--- src/sv/mse_pkg.sv ---
// Shared types and constants for the multi-segment envelope unit.
package mse_pkg;

    localparam int MAX_SEGMENTS_DEF = 4;
    localparam int SEG_REGS         = 4;
    localparam int CFG_ADDR_W       = 6;
    localparam int CFG_DATA_W       = 64;
    localparam int COUNT_W          = 3;
    localparam int SEG_WORD_W       = 50;

    localparam logic [23:0] ONE_Q21 = 24'h200000;
    localparam logic [23:0] EPS_Q21 = 24'd2097;

    typedef enum logic [1:0] {
        REQ_SAMPLE  = 2'd0,
        REQ_TRIGGER = 2'd1,
        REQ_RELEASE = 2'd2
    } req_t;

    typedef enum logic [1:0] {
        KIND_FLAT = 2'd0,
        KIND_LIN  = 2'd1,
        KIND_EXP  = 2'd2
    } kind_t;

    typedef enum logic [2:0] {
        REG_COUNT = 3'd0,
        REG_SEG0  = 3'd1,
        REG_SEG1  = 3'd2,
        REG_SEG2  = 3'd3,
        REG_SEG3  = 3'd4
    } reg_idx_t;

    typedef struct packed {
        logic [1:0]         kind;
        logic signed [23:0] target;
        logic [23:0]        low;
    } seg_t;

endpackage

--- src/sv/mse_cfg.sv ---
// APB register file holding the segment count and the segment words.
module mse_cfg #(
    parameter int MAX_SEGMENTS = mse_pkg::MAX_SEGMENTS_DEF,
    parameter int CNT_W        = $clog2(MAX_SEGMENTS + 1)
) (
    input  logic                          clk,
    input  logic                          rst_n,
    input  logic                          psel,
    input  logic                          penable,
    input  logic                          pwrite,
    input  logic [mse_pkg::CFG_ADDR_W-1:0] paddr,
    input  logic [mse_pkg::CFG_DATA_W-1:0] pwdata,
    output logic [mse_pkg::CFG_DATA_W-1:0] prdata,
    output logic                          pready,
    output mse_pkg::seg_t                 segs [MAX_SEGMENTS],
    output logic [CNT_W-1:0]              used_cnt
);

    localparam int NUM_STORED = (MAX_SEGMENTS < mse_pkg::SEG_REGS) ?
                                MAX_SEGMENTS : mse_pkg::SEG_REGS;

    logic [mse_pkg::COUNT_W-1:0]    count_reg;
    logic [mse_pkg::SEG_WORD_W-1:0] seg_word_reg [NUM_STORED];
    logic [2:0]                     reg_sel;
    logic                           wr_en;

    assign pready  = 1'b1;
    assign reg_sel = paddr[5:3];
    assign wr_en   = psel && penable && pwrite;

    always_ff @(posedge clk or negedge rst_n)
    begin
        if (!rst_n)
        begin
            count_reg <= 3'd2;
            for (int i = 0; i < NUM_STORED; i++)
            begin
                seg_word_reg[i] <= '0;
            end
        end
        else if (wr_en)
        begin
            if (reg_sel == mse_pkg::REG_COUNT)
            begin
                count_reg <= pwdata[mse_pkg::COUNT_W-1:0];
            end
            for (int i = 0; i < NUM_STORED; i++)
            begin
                if (reg_sel == 3'(int'(mse_pkg::REG_SEG0) + i))
                begin
                    seg_word_reg[i] <= pwdata[mse_pkg::SEG_WORD_W-1:0];
                end
            end
        end
    end

    always_comb
    begin
        prdata = '0;
        if (reg_sel == mse_pkg::REG_COUNT)
        begin
            prdata = mse_pkg::CFG_DATA_W'(count_reg);
        end
        for (int i = 0; i < NUM_STORED; i++)
        begin
            if (reg_sel == 3'(int'(mse_pkg::REG_SEG0) + i))
            begin
                prdata = mse_pkg::CFG_DATA_W'(seg_word_reg[i]);
            end
        end
    end

    // segments past the stored words are flat at zero
    always_comb
    begin
        for (int i = 0; i < MAX_SEGMENTS; i++)
        begin
            if (i < NUM_STORED)
            begin
                segs[i] = mse_pkg::seg_t'(seg_word_reg[i]);
            end
            else
            begin
                segs[i] = '0;
            end
        end
    end

    always_comb
    begin
        if (count_reg < 3'd2)
        begin
            used_cnt = CNT_W'(2);
        end
        else if (count_reg > 3'(MAX_SEGMENTS))
        begin
            used_cnt = CNT_W'(MAX_SEGMENTS);
        end
        else
        begin
            used_cnt = CNT_W'(count_reg);
        end
    end

endmodule

--- src/sv/multi_segment_envelope_unit.sv ---
// Top level of the multi-segment envelope unit: input stage, step logic, result stage.
//
//   channel   direction  handshake            word
//   request   in         req_valid/req_stall  req_type, sample_in
//   result    out        res_valid/res_stall  sample_out, env_level, active
//   config    in         APB psel/penable     segment_count, segment_word_0..3
//
// One word per cycle sustained while the result is not stalled; a word is held in the input register and then
// enters the result register, from which its result is offered.
// The envelope state updates in the same cycle the word enters the result register.
// A stalled result holds the result register and then the input register.
// Reset clears control and envelope state: level zero, base one, idle.
module multi_segment_envelope_unit #(
    parameter int MAX_SEGMENTS = mse_pkg::MAX_SEGMENTS_DEF
) (
    input  logic                          clk,
    input  logic                          rst_n,
    input  logic                          req_valid,
    output logic                          req_stall,
    input  logic [1:0]                    req_type,
    input  logic signed [23:0]            sample_in,
    output logic                          res_valid,
    input  logic                          res_stall,
    output logic signed [23:0]            sample_out,
    output logic signed [23:0]            env_level,
    output logic                          active,
    input  logic                          psel,
    input  logic                          penable,
    input  logic                          pwrite,
    input  logic [mse_pkg::CFG_ADDR_W-1:0] paddr,
    input  logic [mse_pkg::CFG_DATA_W-1:0] pwdata,
    output logic [mse_pkg::CFG_DATA_W-1:0] prdata,
    output logic                          pready
);

    localparam int CNT_W = $clog2(MAX_SEGMENTS + 1);
    localparam int IDX_W = (MAX_SEGMENTS > 1) ? $clog2(MAX_SEGMENTS) : 1;

    mse_pkg::seg_t     segs [MAX_SEGMENTS];
    logic [CNT_W-1:0]  used_cnt;

    // input stage
    logic                s1_valid_reg;
    mse_pkg::req_t       s1_req_reg;
    logic signed [23:0]  s1_sample_reg;

    // envelope state
    logic signed [23:0]  level_reg;
    logic [23:0]         base_reg;
    logic [IDX_W-1:0]    idx_reg;
    logic                run_reg;
    logic signed [23:0]  level_next;
    logic [23:0]         base_next;
    logic [IDX_W-1:0]    idx_next;
    logic                run_next;

    // result stage
    logic                res_valid_reg;
    logic signed [23:0]  sample_out_reg;
    logic signed [23:0]  env_level_reg;
    logic                active_reg;

    logic                out_ready;
    logic                s1_fire;

    // step datapath
    mse_pkg::seg_t       seg_cur;
    logic signed [47:0]  smul;
    logic signed [47:0]  smul_rnd;
    logic signed [23:0]  sout;
    logic [47:0]         emul;
    logic [47:0]         emul_rnd;
    logic [26:0]         eq;
    logic [23:0]         upd_base;
    logic signed [26:0]  lin_sum;
    logic signed [26:0]  rise_sum;
    logic signed [26:0]  fall_sum;
    logic signed [24:0]  fall_lim;
    logic signed [23:0]  upd_lvl;
    logic                upd_end;
    logic [CNT_W-1:0]    next_cnt;

    logic [IDX_W-1:0]    ent_idx;
    logic signed [23:0]  ent_lvl;
    mse_pkg::seg_t       seg_ent;
    logic [23:0]         ent_base;

    function automatic logic signed [23:0] sat24(input logic signed [26:0] v);
        if (v > 27'sd8388607)
        begin
            return 24'sh7FFFFF;
        end
        else if (v < -27'sd8388608)
        begin
            return 24'sh800000;
        end
        return v[23:0];
    endfunction

    function automatic logic [23:0] clamp_base(input logic signed [26:0] v);
        if (v < 27'sd1)
        begin
            return 24'd1;
        end
        else if (v > 27'sd16777215)
        begin
            return 24'hFFFFFF;
        end
        return v[23:0];
    endfunction

    mse_cfg #(
        .MAX_SEGMENTS (MAX_SEGMENTS),
        .CNT_W        (CNT_W)
    ) u_cfg (
        .clk      (clk),
        .rst_n    (rst_n),
        .psel     (psel),
        .penable  (penable),
        .pwrite   (pwrite),
        .paddr    (paddr),
        .pwdata   (pwdata),
        .prdata   (prdata),
        .pready   (pready),
        .segs     (segs),
        .used_cnt (used_cnt)
    );

    assign out_ready = !res_valid_reg || !res_stall;
    assign s1_fire   = s1_valid_reg && out_ready;
    assign req_stall = s1_valid_reg && !out_ready;

    assign res_valid  = res_valid_reg;
    assign sample_out = sample_out_reg;
    assign env_level  = env_level_reg;
    assign active     = active_reg;

    // level update for one sample in the current segment
    assign seg_cur  = segs[idx_reg];
    assign smul     = s1_sample_reg * level_reg;
    assign smul_rnd = smul + 48'sd1048576;
    assign sout     = sat24(smul_rnd[47:21]);

    assign emul     = base_reg * seg_cur.low;
    assign emul_rnd = emul + 48'd1048576;
    assign eq       = emul_rnd[47:21];

    always_comb
    begin
        if (eq == 27'd0)
        begin
            upd_base = 24'd1;
        end
        else if (|eq[26:24])
        begin
            upd_base = 24'hFFFFFF;
        end
        else
        begin
            upd_base = eq[23:0];
        end
    end

    assign lin_sum  = 27'(level_reg) + 27'($signed(seg_cur.low));
    assign rise_sum = $signed({3'b000, upd_base}) - $signed({3'b000, mse_pkg::ONE_Q21});
    assign fall_sum = $signed({3'b000, upd_base}) + 27'(seg_cur.target);
    assign fall_lim = 25'(seg_cur.target) + $signed({1'b0, mse_pkg::EPS_Q21});

    always_comb
    begin
        case (seg_cur.kind)
            mse_pkg::KIND_EXP:
            begin
                if (seg_cur.low > mse_pkg::ONE_Q21)
                begin
                    upd_lvl = sat24(rise_sum);
                    upd_end = upd_lvl >= seg_cur.target;
                end
                else
                begin
                    upd_lvl = sat24(fall_sum);
                    upd_end = 25'(upd_lvl) <= fall_lim;
                end
            end
            mse_pkg::KIND_LIN:
            begin
                upd_lvl = sat24(lin_sum);
                if ($signed(seg_cur.low) > 24'sd0)
                begin
                    upd_end = upd_lvl >= seg_cur.target;
                end
                else
                begin
                    upd_end = upd_lvl <= seg_cur.target;
                end
            end
            default:
            begin
                upd_lvl = seg_cur.target;
                upd_end = 1'b0;
            end
        endcase
    end

    assign next_cnt = CNT_W'(idx_reg) + CNT_W'(1);

    // base on entry to a segment
    always_comb
    begin
        case (s1_req_reg)
            mse_pkg::REQ_TRIGGER:
            begin
                ent_idx = '0;
                ent_lvl = level_reg;
            end
            mse_pkg::REQ_RELEASE:
            begin
                ent_idx = IDX_W'(used_cnt - CNT_W'(1));
                ent_lvl = level_reg;
            end
            default:
            begin
                ent_idx = IDX_W'(next_cnt);
                ent_lvl = upd_lvl;
            end
        endcase
    end

    assign seg_ent = segs[ent_idx];

    always_comb
    begin
        if (seg_ent.kind == mse_pkg::KIND_EXP)
        begin
            if (seg_ent.low > mse_pkg::ONE_Q21)
            begin
                ent_base = clamp_base(27'(ent_lvl) + $signed({3'b000, mse_pkg::ONE_Q21}));
            end
            else
            begin
                ent_base = clamp_base(27'(ent_lvl) - 27'(seg_ent.target));
            end
        end
        else
        begin
            ent_base = mse_pkg::ONE_Q21;
        end
    end

    always_comb
    begin
        level_next = level_reg;
        base_next  = base_reg;
        idx_next   = idx_reg;
        run_next   = run_reg;
        case (s1_req_reg)
            mse_pkg::REQ_SAMPLE:
            begin
                if (run_reg)
                begin
                    level_next = upd_lvl;
                    if (seg_cur.kind == mse_pkg::KIND_EXP)
                    begin
                        base_next = upd_base;
                    end
                    if (upd_end)
                    begin
                        if (next_cnt >= used_cnt)
                        begin
                            run_next = 1'b0;
                            idx_next = '0;
                        end
                        else
                        begin
                            idx_next  = ent_idx;
                            base_next = ent_base;
                        end
                    end
                end
            end
            mse_pkg::REQ_TRIGGER:
            begin
                idx_next = '0;
                run_next = 1'b1;
                if (run_reg)
                begin
                    base_next = ent_base;
                end
                else
                begin
                    base_next = mse_pkg::ONE_Q21;
                end
            end
            mse_pkg::REQ_RELEASE:
            begin
                idx_next  = ent_idx;
                run_next  = 1'b1;
                base_next = ent_base;
            end
            default:
            begin
                level_next = level_reg;
            end
        endcase
    end

    always_ff @(posedge clk or negedge rst_n)
    begin
        if (!rst_n)
        begin
            s1_valid_reg  <= 1'b0;
            res_valid_reg <= 1'b0;
            level_reg     <= '0;
            base_reg      <= mse_pkg::ONE_Q21;
            idx_reg       <= '0;
            run_reg       <= 1'b0;
        end
        else
        begin
            if (!s1_valid_reg || out_ready)
            begin
                s1_valid_reg <= req_valid;
            end
            if (out_ready)
            begin
                res_valid_reg <= s1_valid_reg;
            end
            if (s1_fire)
            begin
                level_reg <= level_next;
                base_reg  <= base_next;
                idx_reg   <= idx_next;
                run_reg   <= run_next;
            end
        end
    end

    always_ff @(posedge clk)
    begin
        if (req_valid && !req_stall)
        begin
            s1_req_reg    <= mse_pkg::req_t'(req_type);
            s1_sample_reg <= sample_in;
        end
        if (s1_fire)
        begin
            sample_out_reg <= (s1_req_reg == mse_pkg::REQ_SAMPLE && run_reg) ? sout : '0;
            env_level_reg  <= level_next;
            active_reg     <= run_next;
        end
    end

endmodule

--- config.mk ---
export PLATFORM = sky130hd
export DESIGN_NAME = multi_segment_envelope_unit
export DESIGN_NICKNAME = d
export VERILOG_FILES = /design/src/sv/mse_pkg.sv /design/src/sv/mse_cfg.sv /design/src/sv/multi_segment_envelope_unit.sv
export SDC_FILE = /design/constraint.sdc
export NUM_CORES = 2
export LEC_CHECK = 0
export BUFFER_PORTS_ARGS = -buffer_cell sky130_fd_sc_hd__buf_4
export CAP_MARGIN = 40
export CELL_PAD_IN_SITES_DETAIL_PLACEMENT = 1
export CELL_PAD_IN_SITES_GLOBAL_PLACEMENT = 1
export CORE_ASPECT_RATIO = 0.8
export CORE_UTILIZATION = 41
export CTS_CLUSTER_SIZE = 30
export DETAILED_ROUTE_END_ITERATION = 16
export PLACE_DENSITY_LB_ADDON = 0.1
export SKIP_LAST_GASP = 1
export SYNTH_ARGS = -nofsm -noshare
export SYNTH_HDL_FRONTEND = slang
export SYNTH_SLANG_ARGS = --single-unit
export TNS_END_PERCENT = 1
--- constraint.sdc ---
create_clock -name clk -period 25.7 [get_ports clk]
set_input_delay 0 -clock clk [delete_from_list [all_inputs] [get_ports clk]]
set_output_delay 0 -clock clk [all_outputs]
set_load 0.02 [all_outputs]
; Yosys cells after proc, flatten, opt, wreduce, memory -nomap -nowiden
; Cells that the tools add are included.
[classes]
reduce_logical = 26
bitwise_logic = 2
magnitude_cmp = 24
n_eq_ne = 11
n_addsub = 10
n_mul = 2
n_mux = 84
[op_table]
columns = op, n
row1 = 2-to-1 mux 24 bit, 36
row2 = 2-to-1 mux 50 bit, 8
row3 = binary-select mux 50 bit (select 2 bit), 2
row4 = multiplier 24 x 24 -> 48 bit, 2
row5 = case mux 24 bit (3 select lines), 1
row6 = greater-than comparator 25 x 24 -> 1 bit (second input constant), 2
row7 = greater-than comparator 25 bit (second input constant), 2
row8 = < comparator 25 x 2 -> 1 bit (second input constant), 2
row9 = < comparator 25 x 24 -> 1 bit (second input constant), 2
row10 = adder 48 x 21 -> 48 bit (second input constant), 1
row11 = adder 48 x 22 -> 48 bit (second input constant), 1
row12 = greater-or-equal comparator 24 bit, 2
row13 = greater-than comparator 24 x 22 -> 1 bit (second input constant), 2
row14 = case mux 24 bit (2 select lines), 1
row15 = greater-than comparator 27 x 24 -> 1 bit (second input constant), 1
row16 = logical NOT 27 bit, 1
row17 = < comparator 27 x 24 -> 1 bit (second input constant), 1
row18 = adder 25 x 24 -> 26 bit, 1
row19 = greater-than comparator 26 x 24 -> 1 bit (second input constant), 1
row20 = < comparator 26 x 24 -> 1 bit (second input constant), 1
row21 = 2-to-1 mux 1 bit, 26
row22 = adder 24 x 13 -> 25 bit (second input constant), 1
row23 = adder 24 x 23 -> 25 bit (second input constant), 1
row24 = adder 24 x 24 -> 25 bit, 1
row25 = other kinds (34), 60
[totals]
input_bits = 103
out_inout_bits = 116
ff_bits = 331
elab_cells = 175

; Longest topological paths before layout
[depth]
ltp_word = 34
ltp_mapped = 68
ltp_nobuf = 63

; Hierarchy
; Synthesis repeated with hierarchy kept, for this count alone.
[unflattened]
hier_cells = 7193
area_unflattened_um2 = 66150.9
[by_module_without_submodules]
columns = module, cells_per_inst, instances, seq_area_each_um2, area_per_inst_um2
row1 = multi_segment_envelope_unit, 6542, 1, 3579.7, 56758.2
row2 = mse_cfg, 651, 1, 5081.1, 9392.8

; Worst setup path after synthesis
; Ideal clock, no wire load.
[synth_path]
kind = register -> register
startpoint = register idx_reg[0]
endpoint = register base_reg[17]
n_path_buf = 8
setup_ns = 0.126
setup_slack_ns = 9.867
path_stages_with_launch = 65
t_arrival_ns = 15.707
period_less_slack_ns = 15.833
required_ns = 25.574
path_cell_list = dfrtp_1 buf_6 buf_1 mux4_2 clkbuf_1 and2_1 fa_1 inv_1 fa_1 fa_1 fa_1 inv_1 fa_1 fa_1 inv_1 fa_1 inv_1 ha_1 [... 29 more ...] fa_1 nor2b_1 o21ai_0 a21boi_0 o21ai_0 a211oi_1 nor2_1 a2111oi_0 nor3_1 o41ai_1 o21ai_0 a21oi_1 xnor2_1 nand4b_1 a21o_1 nand2_1 a311oi_1 a221o_1
[synth_via]
elab_chain_len = 34
elab_cells_between_ends = 91
classes_between = 8 x add/sub / 1 x mul / 18 x order compare / 3 x eq/ne / 57 x mux / 2 x bitwise / 2 x reduce/logical
[synth_lines]
columns = element, line_no
row1 = start: declaration, multi_segment_envelope_unit.sv:50  ; logic [IDX_W-1:0] idx_reg;
row2 = start signal: assignment, multi_segment_envelope_unit.sv:332  ; idx_reg <= idx_next;
row3 = branches (longest 33 deep; another with multiplier 24 x 24 -> 48 bit), --
row4 = case mux 24 bit (3 select lines) (*), multi_segment_envelope_unit.sv:256  ; case (s1_req_reg)
row5 = end signal: assignment, multi_segment_envelope_unit.sv:314  ; base_reg <= mse_pkg::ONE_Q21;
row6 = end signal: assignment, multi_segment_envelope_unit.sv:331  ; base_reg <= base_next;
row7 = end: declaration, multi_segment_envelope_unit.sv:49  ; logic [23:0] base_reg;
; Every way passes the cells marked *. The select of a mux whose other input is x is not followed.
; A chain may end at the register's enable or synchronous reset.

; Worst setup path after layout
[layout_path]
startpoint = register idx_reg[1]
endpoint = register base_reg[12]
; The elaborated chain is that of the path after synthesis.

==> run metrics <==
fin. max-slew vios=0; sequential fraction of the synthesis area=about an eighth; largest net degree at the start of global routing=75; slew margin rel.=between 30% and 40%; crit start category=register; vias in the first global route=between 50k and 60k; critical path's slowest cell=mux4_2; async set-reset flop share out of synthesis=77.34%; Non-Filler Instances=just over 9k; top cells by area, synth=fa_1 (33%), dfrtp_1 (9.7%), ha_1 (9.2%), inv_1 (6.7%), nand2_1 (5.1%); Layout area overhead=9.777%; fmax=between 0.04 and 0.05 GHz; fillers=18.01k; Post-synth EDFFs=75; crit share post-route=78.52%; Hold-fix buffers, CTS=87; Initial DRC Count=between 4k and 5k; yosys warns=0; die height=359.5 um; largest stage delay on the critical path=roughly 0.96 ns; # DRC=0; RSZ-0062 raised after global routing=no; CP max FO=26; H-tree lvl count=2; DR vias/cell=~5.7; die area=between 150000 and 200000 sq um; Synth Instances=~7.1k; Synth top area share=33.37%; most frequent cells in the layout=inv_1 (1172), fa_1 (1092), nand2_1 (885), and2_1 (503), ha_1 (478); first-pass GRT wire length=~370 mm; Most used DFF post-synth=dfrtp_1; drt first pass iters=5; Core Box Area=approximately 160000 sq um; Post-Syn Area per Cell=slightly above 9 sq um; CTS tree=built; Unique masters post-synth=100; Die W=448.9 um; post-CTS repair timing setup buffer count=0; clock transition at the registers of the reported paths=0.06 ns; max_cap viols=0; nets=~8.8k; endpoints failing setup=0; row count=130; GRT overflow=0; ratio of cells with drive above 1 in the final layout=11.00%; post-route setup TNS=0 ns; outcome=finished, final reports clean; Synth area leader=fa_1; Synth Cell Area=65510 sq um; crit path DAT=approximately 21 ns; cts bufs inserted=43; clock buffer depth=3; max reg flops=200; Antenna Nets Post-Route=0; most common cell after layout, fill and taps aside=inv_1; gp weighted congestion=0.9668; Post-CTS Resized=0; initial core utilization=between 40% and 50%; WL final=roughly 240 mm; Port Buf Inserts=186; Final Hold Vio Count=0; Crit Path Class=reg -> reg; initial antenna violation count=7; final worst slack=5.520 ns; CTS Root Cell=clkbuf_16; Worst setup EP type=register; synthesized flop and latch total=331; IO Pins=219; clock sinks=about 330; Tightest Hold Check Type=in -> reg; placed cells=about 9.1k; gr usage total=a little under a third; vias after detailed routing=53.49k; dpl ws=approximately 6 ns; slew of the pin with the lowest slew margin=1.001 ns; WL/cell=26.08 um; DP Wirelength=about 190 mm; crit path time final=between 20 and 25 ns; Worst EP required=26.33 ns; crit-path most repeated cell=fa_1; Clock Skew=roughly 0.065 ns; Worst-Skew Late Latency=between 0.6 and 0.7 ns
final timing paths:
| check | from | endpoint | slack [ns] | cells past startpoint |
|---|---|---|---|---|
| setup / recovery | idx_reg[1]$_DFFE_PN0P_ | base_reg[12]$_DFFE_PN0P_ | 5.52 | 62 |
| hold reg to reg | s1_valid_reg$_DFFE_PN0N_ | res_valid$_DFFE_PN0P_ | 0.50 | 1 |
| max in group asynchronous | rst_n | level_reg[13]$_DFFE_PN0P_ | 24.27 | 4 |
| hold / removal | sample_in[23] | s1_sample_reg[23]$_DFFE_PP_ | 0.05 | 2 |
| setup reg to reg | idx_reg[1]$_DFFE_PN0P_ | base_reg[12]$_DFFE_PN0P_ | 5.52 | 62 |
| min in group asynchronous | rst_n | base_reg[21]$_DFFE_PN1P_ | 0.45 | 3 |
Yosys cell counts (29+ instances only):
library cell,number
inv_1,1172
fa_1,1092
nand2_1,886
and2_1,504
ha_1,480
clkbuf_1,323
a21oi_1,260
dfrtp_1,254
mux2_2,239
nor2_1,237
o21ai_0,185
a21o_1,102
xnor2_1,102
nor3_1,80
nand3_1,79
o22ai_1,76
edfxtp_1,75
mux4_2,73
a22oi_1,60
mux2i_1,60
nand4_1,58
nand2b_1,53
buf_1,46
a31oi_1,35
o21a_1,35
xor2_1,34
nor4_1,32
a211oi_1,29
nor2b_1,29
critical path: cells and delay by family (launching register included):
family,cells,cell delay [ns]
adder cells (fa/ha/maj),12,5.43
XOR/XNOR,1,0.18
AO/OA/AOI/OAI,27,8.97
flip-flops,1,0.82
buffers and inverters,9,0.97
multiplexers,1,0.96
AND/OR/NAND/NOR,12,2.75
routing by layer:
metal / share of wire, % / GRT usage, % / vias up
met5: 0.0086 / 0 / -
met4: 2.4 / 7.462 / 4
met3: 6.7 / 4.541 / 271
met2: 44 / 46.37 / 1727
met1: 47 / 45.09 / 28370
li1: - / - / 23115
stage by stage:
stage | hold slack, ns | utilization, % | area [sq um]
finish | 0.05221 | 45.58 | 71920
global route | 0.04636 | 45.56 | 71890
CTS | 0.008257 | 45.56 | 71890
detailed placement | 0.03336 | 44.05 | 69500
global placement | 0.03416 | 43.83 | 69160
floorplan | -0.2956 | - | 65560
cells by family (layout without fill, tap and decap cells):
kind of cell | count (synthesis) | count (layout) | share of synthesized area (%)
AO/OA/AOI/OAI | 1019 | 1019 | 10.31
XOR/XNOR | 136 | 136 | 1.818
adder cells (fa/ha/maj) | 1572 | 1572 | 42.54
buffers and inverters | 1567 | 1680 | 9.095
flip-flops | 331 | 331 | 13.22
multiplexers | 373 | 373 | 7.558
other | 2 | 25 | 0.01146
AND/OR/NAND/NOR | 2077 | 2077 | 15.45
cell type report:
type / instances / area [sq um] / share of cell area (%)
antenna: 10 / 25.02 / 0.03480
clock buffer: 59 / 1246 / 1.733
clock inverter: 20 / 254.0 / 0.3532
inverter: 1174 / 4407 / 6.128
multi-input combinational: 5192 / 51020 / 70.95
sequential: 331 / 8673 / 12.06
tap: 2112 / 2643 / 3.675
timing repair buffer: 427 / 3645 / 5.068
Power is left out: the tool's default activity adds up to more than one toggle a clock period on the data nets, which glitch-free logic cannot reach.
